File: src/hw/rtl/bitmap_slot_allocator_assert.svh
// ----------------------------------------------------------------------------
// Bitmap slot allocator assertion macros
// Concurrent checks, compiled out when SYNTHESIS is defined.
// ----------------------------------------------------------------------------
`ifndef BITMAP_SLOT_ALLOCATOR_ASSERT_SVH
`define BITMAP_SLOT_ALLOCATOR_ASSERT_SVH

`ifndef SYNTHESIS

// The consequent must hold in the same cycle as the antecedent.
`define BSA_ASSERT_SAME(label, clk, rst, ante, cons, msg) \
  label: assert property (@(posedge clk) disable iff (rst) (ante) |-> (cons)) \
    else $error(msg);

// The consequent must hold in the cycle after the antecedent.
`define BSA_ASSERT_NEXT(label, clk, rst, ante, cons, msg) \
  label: assert property (@(posedge clk) disable iff (rst) (ante) |=> (cons)) \
    else $error(msg);

`else

`define BSA_ASSERT_SAME(label, clk, rst, ante, cons, msg)
`define BSA_ASSERT_NEXT(label, clk, rst, ante, cons, msg)

`endif

`endif

File: src/hw/rtl/bsa_pkg.sv
// ----------------------------------------------------------------------------
// Bitmap slot allocator package
// Sizes, result codes, request and result types, and the bit search helper.
// ----------------------------------------------------------------------------
package bsa_pkg;

  localparam int WORDS      = 16;
  localparam int WORD_W     = 64;
  localparam int WORD_IDX_W = 4;
  localparam int BIT_IDX_W  = 6;
  localparam int SLOT_W     = 11;
  localparam int CAPACITY   = WORDS * WORD_W;

  localparam logic MODE_ALLOC   = 1'b0;
  localparam logic MODE_RELEASE = 1'b1;

  localparam logic [1:0] OUT_DONE  = 2'd0;
  localparam logic [1:0] OUT_FULL  = 2'd1;
  localparam logic [1:0] OUT_RANGE = 2'd2;

  typedef struct packed {
    logic              mode;
    logic [SLOT_W-1:0] release_slot;
  } req_t;

  typedef struct packed {
    logic [SLOT_W-1:0] granted_slot;
    logic [1:0]        outcome;
  } rsp_t;

  // Commands from the controller to the datapath.
  typedef struct packed {
    logic capture;
    logic release_op;
    logic grant;
    logic advance;
    logic finish_full;
    logic finish_range;
  } cmd_t;

  // Status from the datapath to the controller.
  typedef struct packed {
    logic new_release;
    logic range_bad;
    logic has_clear;
    logic last_word;
  } status_t;

  typedef struct packed {
    logic                 found;
    logic [BIT_IDX_W-1:0] pos;
  } clear_pos_t;

  // Lowest clear bit of a word: pick the lowest byte that is not all ones,
  // then the lowest clear bit inside that byte.
  function automatic clear_pos_t first_clear(input logic [WORD_W-1:0] word);
    clear_pos_t res;
    logic [7:0] byte_full;
    logic [7:0] sel_byte;
    logic [2:0] byte_idx;
    logic [2:0] bit_idx;
    res       = '0;
    byte_idx  = '0;
    bit_idx   = '0;
    for (int i = 0; i < 8; i++) begin
      byte_full[i] = &word[8*i +: 8];
    end
    for (int i = 7; i >= 0; i--) begin
      if (!byte_full[i]) begin
        byte_idx = 3'(i);
      end
    end
    sel_byte = word[8*byte_idx +: 8];
    for (int i = 7; i >= 0; i--) begin
      if (!sel_byte[i]) begin
        bit_idx = 3'(i);
      end
    end
    res.found = ~&byte_full;
    res.pos   = {byte_idx, bit_idx};
    return res;
  endfunction

endpackage

File: src/hw/rtl/bsa_ctrl.sv
// ----------------------------------------------------------------------------
// Bitmap slot allocator controller
// Sequences capture, release and the word-by-word allocate scan.
// ----------------------------------------------------------------------------
module bsa_ctrl (
  input  logic             clk,
  input  logic             rst,
  input  logic             start,
  input  bsa_pkg::status_t status,
  output bsa_pkg::cmd_t    cmd,
  output logic             busy
);

  localparam logic [1:0] ST_IDLE    = 2'd0;
  localparam logic [1:0] ST_RELEASE = 2'd1;
  localparam logic [1:0] ST_SCAN    = 2'd2;

  logic [1:0] state;
  logic [1:0] state_next;

  always_ff @(posedge clk) begin
    if (rst) begin
      state <= ST_IDLE;
    end else begin
      state <= state_next;
    end
  end

  always_comb begin
    state_next = state;
    cmd        = '0;
    unique case (state)
      ST_IDLE: begin
        if (start) begin
          cmd.capture = 1'b1;
          state_next  = status.new_release ? ST_RELEASE : ST_SCAN;
        end
      end
      ST_RELEASE: begin
        if (status.range_bad) begin
          cmd.finish_range = 1'b1;
        end else begin
          cmd.release_op = 1'b1;
        end
        state_next = ST_IDLE;
      end
      ST_SCAN: begin
        priority if (status.has_clear) begin
          cmd.grant  = 1'b1;
          state_next = ST_IDLE;
        end else if (status.last_word) begin
          cmd.finish_full = 1'b1;
          state_next      = ST_IDLE;
        end else begin
          cmd.advance = 1'b1;
        end
      end
      default: begin
        state_next = ST_IDLE;
      end
    endcase
  end

  assign busy = (state != ST_IDLE);

endmodule

File: src/hw/rtl/bsa_datapath.sv
// ----------------------------------------------------------------------------
// Bitmap slot allocator datapath
// Holds the usage bitmap, the search hint, the scan pointer and the result.
// ----------------------------------------------------------------------------
module bsa_datapath (
  input  logic             clk,
  input  logic             rst,
  input  bsa_pkg::req_t    request,
  input  bsa_pkg::cmd_t    cmd,
  output bsa_pkg::status_t status,
  output logic             done,
  output bsa_pkg::rsp_t    result
);

  logic [bsa_pkg::WORD_W-1:0]     bitmap [bsa_pkg::WORDS];
  logic [bsa_pkg::SLOT_W-1:0]     hint;
  logic [bsa_pkg::WORD_IDX_W-1:0] word_idx;
  bsa_pkg::req_t                  req_q;

  logic [bsa_pkg::SLOT_W-1:0]     hint_less_one;
  logic [bsa_pkg::SLOT_W-1:0]     rel_less_one;
  logic [bsa_pkg::WORD_IDX_W-1:0] rel_word;
  logic [bsa_pkg::BIT_IDX_W-1:0]  rel_bit;
  bsa_pkg::clear_pos_t            clear_pos;
  logic [bsa_pkg::SLOT_W-1:0]     grant_slot;

  assign hint_less_one = hint - bsa_pkg::SLOT_W'(1);
  assign rel_less_one  = req_q.release_slot - bsa_pkg::SLOT_W'(1);
  assign rel_word      = rel_less_one[bsa_pkg::BIT_IDX_W +: bsa_pkg::WORD_IDX_W];
  assign rel_bit       = rel_less_one[bsa_pkg::BIT_IDX_W-1:0];
  assign clear_pos     = bsa_pkg::first_clear(bitmap[word_idx]);
  assign grant_slot    = bsa_pkg::SLOT_W'({word_idx, clear_pos.pos}) + bsa_pkg::SLOT_W'(1);

  assign status.new_release = request.mode;
  assign status.range_bad   = (req_q.release_slot == '0) ||
                              (req_q.release_slot > bsa_pkg::SLOT_W'(bsa_pkg::CAPACITY));
  assign status.has_clear   = clear_pos.found;
  assign status.last_word   = (word_idx == bsa_pkg::WORD_IDX_W'(bsa_pkg::WORDS - 1));

  always_ff @(posedge clk) begin
    if (rst) begin
      for (int i = 0; i < bsa_pkg::WORDS; i++) begin
        bitmap[i] <= '0;
      end
      hint <= bsa_pkg::SLOT_W'(1);
      done <= 1'b0;
    end else begin
      done <= cmd.release_op | cmd.grant | cmd.finish_full | cmd.finish_range;
      if (cmd.release_op) begin
        bitmap[rel_word][rel_bit] <= 1'b0;
        if (req_q.release_slot < hint) begin
          hint <= req_q.release_slot;
        end
      end
      if (cmd.grant) begin
        bitmap[word_idx][clear_pos.pos] <= 1'b1;
        hint                            <= grant_slot;
      end
    end
  end

  // The scan starts at the word that holds the hint.
  always_ff @(posedge clk) begin
    if (cmd.capture) begin
      req_q    <= request;
      word_idx <= hint_less_one[bsa_pkg::BIT_IDX_W +: bsa_pkg::WORD_IDX_W];
    end else if (cmd.advance) begin
      word_idx <= word_idx + bsa_pkg::WORD_IDX_W'(1);
    end
    if (cmd.grant) begin
      result.granted_slot <= grant_slot;
      result.outcome      <= bsa_pkg::OUT_DONE;
    end else if (cmd.release_op) begin
      result.granted_slot <= '0;
      result.outcome      <= bsa_pkg::OUT_DONE;
    end else if (cmd.finish_full) begin
      result.granted_slot <= '0;
      result.outcome      <= bsa_pkg::OUT_FULL;
    end else if (cmd.finish_range) begin
      result.granted_slot <= '0;
      result.outcome      <= bsa_pkg::OUT_RANGE;
    end
  end

endmodule

File: src/hw/rtl/bitmap_slot_allocator.sv
// Release: busy in the single release state; the result strobe is registered from it.
// Allocate: busy while k words are tested (1..16) from the hint's word,
// one word per cycle through the single bit-search unit; the strobe is registered from the final word.
// A new request is taken, while not busy, in the same cycle that the previous result is shown.
// Synchronous reset clears the bitmap, sets the hint to slot 1, drops busy and done.
// ----------------------------------------------------------------------------
// Bitmap slot allocator
// First-fit slot allocator over a 16 x 64 bit usage bitmap, slots from 1.
// ----------------------------------------------------------------------------
`include "bitmap_slot_allocator_assert.svh"

module bitmap_slot_allocator (
  input  logic          clk,
  input  logic          rst,
  input  logic          start,
  output logic          busy,
  input  bsa_pkg::req_t request,
  output logic          done,
  output bsa_pkg::rsp_t result
);

  bsa_pkg::cmd_t    cmd;
  bsa_pkg::status_t status;
  logic             accept;
  logic             fail_shown;
  logic             grant_shown;
  logic             slot_ok;

  assign accept      = start && !busy;
  assign fail_shown  = done && (result.outcome != bsa_pkg::OUT_DONE);
  assign grant_shown = done && (result.granted_slot != '0);
  assign slot_ok     = (result.granted_slot <= bsa_pkg::SLOT_W'(bsa_pkg::CAPACITY));

  bsa_ctrl u_ctrl (
    .clk    (clk),
    .rst    (rst),
    .start  (accept),
    .status (status),
    .cmd    (cmd),
    .busy   (busy)
  );

  bsa_datapath u_datapath (
    .clk     (clk),
    .rst     (rst),
    .request (request),
    .cmd     (cmd),
    .status  (status),
    .done    (done),
    .result  (result)
  );

  `BSA_ASSERT_NEXT(a_accept_busy, clk, rst, accept, busy, "accepted request without busy")
  `BSA_ASSERT_SAME(a_done_after_busy, clk, rst, done, $past(busy), "result without request")
  `BSA_ASSERT_SAME(a_fail_no_slot, clk, rst, fail_shown, result.granted_slot == '0, "slot on failure")
  `BSA_ASSERT_SAME(a_slot_in_range, clk, rst, grant_shown, slot_ok, "slot beyond capacity")

endmodule

File: config.mk
export PLATFORM = sky130hd
export DESIGN_NAME = bitmap_slot_allocator
export DESIGN_NICKNAME = d
export VERILOG_FILES = /design/src/hw/rtl/bsa_pkg.sv /design/src/hw/rtl/bsa_ctrl.sv /design/src/hw/rtl/bsa_datapath.sv /design/src/hw/rtl/bitmap_slot_allocator.sv
export VERILOG_INCLUDE_DIRS = /design/src /design/src/hw/rtl
export SDC_FILE = /design/constraint.sdc
export NUM_CORES = 2
export LEC_CHECK = 0
export BUFFER_PORTS_ARGS = -buffer_cell sky130_fd_sc_hd__buf_2
export CAP_MARGIN = 20
export CORE_MARGIN = 4
export CORE_UTILIZATION = 50
export DETAILED_ROUTE_END_ITERATION = 7
export PLACE_DENSITY = 0.75
export SKIP_CTS_REPAIR_TIMING = 1
export SLEW_MARGIN = 20
export SYNTH_ARGS = -nofsm -noshare
export SYNTH_HDL_FRONTEND = slang
export SYNTH_HIERARCHICAL = 1
export SYNTH_SLANG_ARGS = --single-unit
File: constraint.sdc
create_clock -name clk -period 8.6 [get_ports clk]
set_input_delay 1.72 -clock clk [delete_from_list [all_inputs] [get_ports clk]]
set_output_delay 1.72 -clock clk [all_outputs]
set_load 0.05 [all_outputs]
* After elaboration in Yosys (flattened, before gate mapping) *
Memory sizes are Yosys's and may differ from the RTL's. A register that Yosys moved wholly into a read port is not among the register bits.
Cells that the tools add are included.

storage, ports and cells
  bits in registers = 42
  RAM bits = 1024
  input bits = 15
  output and inout bits = 15
  word-level logic and storage cells = 116
  memories kept = 1

cells by class
  $add $sub $neg = 4
  magnitude comparators = 6
  equal/unequal tests = 5
  shift-type cells = 1
  mux-type cells = 60
  bitwise logic cells = 3
  reduce and logical (&&, ||, !) cells = 28

memory list
  name               words  bits a word  read ports  clocked after memory_dff  write ports  line                text
  u_datapath.bitmap  16     64           1           1                         16           bsa_datapath.sv:15  logic [bsa_pkg::WORD_W-1:0] bitmap [bsa_pkg::WORDS];

operator list
  kind                                                                                  number
  64-bit 2-to-1 mux                                                                     6
  64-bit OR reduction                                                                   2
  64-bit AND reduction                                                                  1
  8-bit AND reduction                                                                   8
  64-bit by 7-bit indexed part select with 8-bit output                                 1
  13-bit 2-to-1 mux                                                                     4
  3-bit 2-to-1 mux                                                                      17
  11-bit 2-to-1 mux                                                                     3
  4-bit 2-to-1 mux                                                                      5
  10-bit by 1-bit subtractor with 10-bit output (second input constant)                 2
  1-bit 2-to-1 mux                                                                      17
  6-bit by 7-bit less-than comparator with 1-bit output (second input constant)         2
  1-bit demux with 6-bit select                                                         2
  6-bit by 1-bit greater-or-equal comparator with 1-bit output (second input constant)  2
  10-bit by 1-bit adder with 11-bit output (second input constant)                      1
  11-bit > comparator (second input constant)                                           1
  11-bit logical NOT                                                                    1
  11-bit less-than comparator                                                           1
  2-bit 2-to-1 mux                                                                      5
  2-bit nonzero test                                                                    5
  4-bit by 1-bit adder with 4-bit output (second input constant)                        1
  4-bit equality test (second input constant)                                           1
  2-bit case mux with 2 select lines                                                    1
  2-bit AND reduction                                                                   2
  other kinds (12)                                                                      16

* Longest topological paths before layout *
  depth in word-level cells = 25
  mapped depth = 25
  depth with buffers taken out = 17

* Cells and area by module *
The synthesis kept the hierarchy.

by module, submodules not included
  module                 instances  cells an instance  area an instance (um^2)  seq. area each (um^2)
  bsa_datapath           1          5281               48962.0                  21640.8
  bsa_ctrl               1          13                 146.4                    40.0
  bitmap_slot_allocator  1          1                  13.8                     0.0

* Worst setup path after synthesis *
No wires, ideal clock.

  path kind = reg2reg
  from = register (tool-made name)
  to = register u_datapath/hint[8] (netlist name)
  setup time = 0.122 ns
  data arrival time = 4.585 ns
  data required time = 8.478 ns
  slack = 3.893 ns
  stages on the path, launching flop included = 24
  path buffers = 7
  clock period less this slack = 4.707 ns
  cells stage by stage = dfxtp_1 > buf_6 > buf_8 > buf_4 > buf_4 > mux4_2 > a22oi_1 > nand2_1 > nand4_1 > o211ai_2 > a211oi_1 > buf_2 > o2111ai_1 > o2bb2ai_1 > nand2_1 > clkbuf_1 > clkbuf_1 > o21ai_0 > and2_1 > ha_1 > nand2_1 > nor3_1 > a21oi_1 > o311a_1

RTL lines
  item                    line                text
  end signal: assignment  bsa_datapath.sv:45  hint <= bsa_pkg::SLOT_W'(1);
  end signal: assignment  bsa_datapath.sv:52  hint <= req_q.release_slot;
  end signal: assignment  bsa_datapath.sv:57  hint <= grant_slot;
  end: declaration        bsa_datapath.sv:16  logic [bsa_pkg::SLOT_W-1:0] hint;

==> results.py <==
metrics = {
    "placed_design": {
        "gp_congestion": 1.01,
        "io_buffers": 29,
        "dpl_cell_area_mm2": 0.0496,
        "dpl.hpwl_mm": 108,
        "post-place-ws_ps": 1410,
    },
    "cells_and_area": {
        "fillers": 8297,
        "design_area_mm2": 0.0534,
        "finish.utilization": 0.549,
        "fin_nets": 5001,
        "drive_gt1_frac": 0.132,
        "area_growth_pct": 8.64,
    },
    "grt": {
        "grt_pass1_wl_mm": 275,
        "grt.overflow.total": 0,
        "antenna_found_initial": 1,
        "grt_max_degree": 235,
        "grt_util_all_layers": 0.344,
        "grt_pass1_vias": 43500,
    },
    "clocking": {
        "clk_pin_slew_ps": 60,
        "cts_buffer_depth": 3,
        "cts_max_level": 3,
        "numCtsBuffers": 110,
        "cts_num_sinks": 1070,
        "cts_tree": "built",
        "root_buffer": "clkbuf_16",
        "clock_latency_ps": 720,
    },
    "job": {
        "drv_cap": 0,
    },
    "power": {
        "pwr-share-clk": 0.444,
        "p_leak_uw": 0.0166,
        "p_seq_frac": 0.458,
        "irDropWorstVdd_v": 0.000155,
        "cellPowerDensity_mw_per_mm2": 208,
        "power_frac_comb": 0.098,
        "power_uw": 11100,
        "p_int_uw": 8180,
        "switching_share": 0.262,
        "p_sw_uw": 2910,
    },
    "synthesis": {
        "ys_seq_elements": 1070,
        "yosys-top-cells-count": "dfxtp_1, o21ai_0, o211ai_1",
        "synth_area_leader_cell": "dfxtp_1",
        "yosysWarnings": 6,
        "synth_edf_count": 26,
        "synthArstFlopShare": 0,
        "yosysMostFrequentCell": "dfxtp_1",
        "synth_cells": 5295,
        "ys_seq_area_frac": 0.441,
        "yosys.area.top_type_share": 0.425,
        "synth-main-ff-cell": "dfxtp_1",
        "syn_area_per_cell_um2": 9.28,
        "syn-cell-area_mm2": 0.0491,
        "ys_types": 92,
        "synth.area.top_cells": "dfxtp_1, mux4_2, o211ai_1",
        "syn_nets": 5326,
    },
    "drt": {
        "firstDrtPassIters": 7,
        "first_iter_violations": 7355,
        "drt_wl_total_mm": 184,
        "vias_per_cell": 7.26,
        "ant_nets": 0,
        "drc": 0,
        "wl_per_cell_um": 29.0,
        "vias": 45900,
    },
    "critical_path": {
        "critPathMaxFanout": 96,
        "cp_cell_sequence": "and2_2 -> a22oi_1 -> nand2_1 -> nand4_1 -> nor4_2 -> buf_4 -> nand4_1 -> o221ai_1 -> a221o_1 -> a21boi_0 -> a311oi_1 -> o21ai_4 -> buf_4 -> o21ai_0",
        "path_class": "reg2reg",
        "slowest_delay_ps": 1130,
        "crit_path_end_kind": "flip-flop",
        "worst-r2r-cell-count": 14,
        "crit_required_ps": 9130,
        "worstPathArrival_ps": 8260,
        "slowest_stage": "and2_2",
        "cp-start-kind": "flip-flop",
    },
    "floorplanning": {
        "io_pins": 30,
        "coreArea_mm2": 0.0971,
        "die_x_um": 321,
        "fp-row-count": 114,
        "start_util": 0.506,
        "fp.dieArea_mm2": 0.103,
        "fp.dieH_um": 321,
    },
    "run_status": {
        "outcome": "complete, no violations",
    },
    "timing": {
        "worst_slack_ps": 873,
        "skew_ps": 29.2,
        "worst_pin_slew_ps": 1340,
        "rsz0062_at_grt": "no",
        "period_needed_ps": 7730,
        "final.period_utilization": 0.898,
        "report.final.slew_viol_count": 0,
        "clock.fmax_mhz": 129,
        "finalSetupTns_ps": 0,
        "maxSlewHeadroom": 0.101,
        "setup_viol": 0,
        "hold_viol": 0,
    },
    "min_path": {
        "holdPathStages": 2,
        "hold_path_class": "reg2reg",
    },
}
-- layout by cell type (no fill, tap or decap), types with 100 or more instances in the layout --
cell type	netlist	final
mux4_2	248	248
clkbuf_16	0	113
buf_4	16	100
nand2_1	635	617
o21ai_1	138	137
o211ai_1	709	709
dfxtp_1	1044	1041
nand3_1	455	455
o21ai_0	883	883
a22oi_1	129	129
-- final cells by class --
class / instances / area [um^2] / share of cell area
tap: 1276 / 1600 / 0.0299
clock inverter: 34 / 482 / 0.00903
multi-input combinational: 3611 / 25000 / 0.469
sequential: 1070 / 21700 / 0.406
timing repair buffer: 145 / 1230 / 0.0230
antenna: 4 / 10.0 / 0.000188
clock buffer: 154 / 3200 / 0.0600
inverter: 32 / 128 / 0.00239
-- metrics by stage --
step	std cells	hold WS [ps]
3_5_place_dp	6134	450
6_report	6326	457
4_1_cts	6322	458
3_3_place_gp	6129	445
2_1_floorplan	5295	435
5_1_grt	6322	476
-- final timing paths --
kind	to	startpoint	slack, ps
worst min register to register	u_datapath/bitmap[1][45]	u_datapath/bitmap[1][45]	460
worst min-delay path	u_datapath/bitmap[1][45]	u_datapath/bitmap[1][45]	460
worst max-delay path	u_datapath/bitmap[1][62]	flip-flop	870
worst max register to register	u_datapath/bitmap[1][62]	flip-flop	870
-- cells by family (layout without fill, tap and decap cells) --
kind of cell / Yosys count / count (layout) / share of synthesized area
AND/OR/NAND/NOR: 1308 / 1308 / 0.120
multiplexers: 263 / 263 / 0.119
other: 0 / 4 / 0
flip-flops: 1070 / 1070 / 0.441
buffers and inverters: 614 / 365 / 0.0549
adder cells (fa/ha/maj): 16 / 16 / 0.00408
AO/OA/AOI/OAI: 2007 / 2007 / 0.257
XOR/XNOR: 17 / 17 / 0.00303
-- flip-flops by register name (all words and copies together) (netlist names), named ones only --
register / cells
u_datapath/result: 13
u_datapath/bitmap: 1024
u_datapath/req_q: 11
u_datapath/hint: 11
u_datapath/done: 1
u_ctrl/state: 2
u_datapath/word_idx: 4
-- power groups by stage --
stage	Clock, uW	Combinational, uW	Sequential, uW
after detailed placement	0	1020	5180
after global placement	0	996	5180
after CTS	4930	1030	5070
final	4920	1090	5070
after global routing	5130	1080	5070
after floorplan	0	684	5130
-- routing by layer --
layer	global-route usage	vias up	wire length (um)
met5	0	-	0
met1	0.440	22200	66400
met3	0.105	918	25100
li1	-	19300	-
met4	0.228	0	14400
met2	0.504	3495	77600
-- critical path: cells and delay by family, from the launching register on --
family,cells,cell delay (ps)
simple gates,5,2590
flops,1,950
compound gates,7,2620
buf+inv,2,1140
Power figures use the tool's default switching activity.
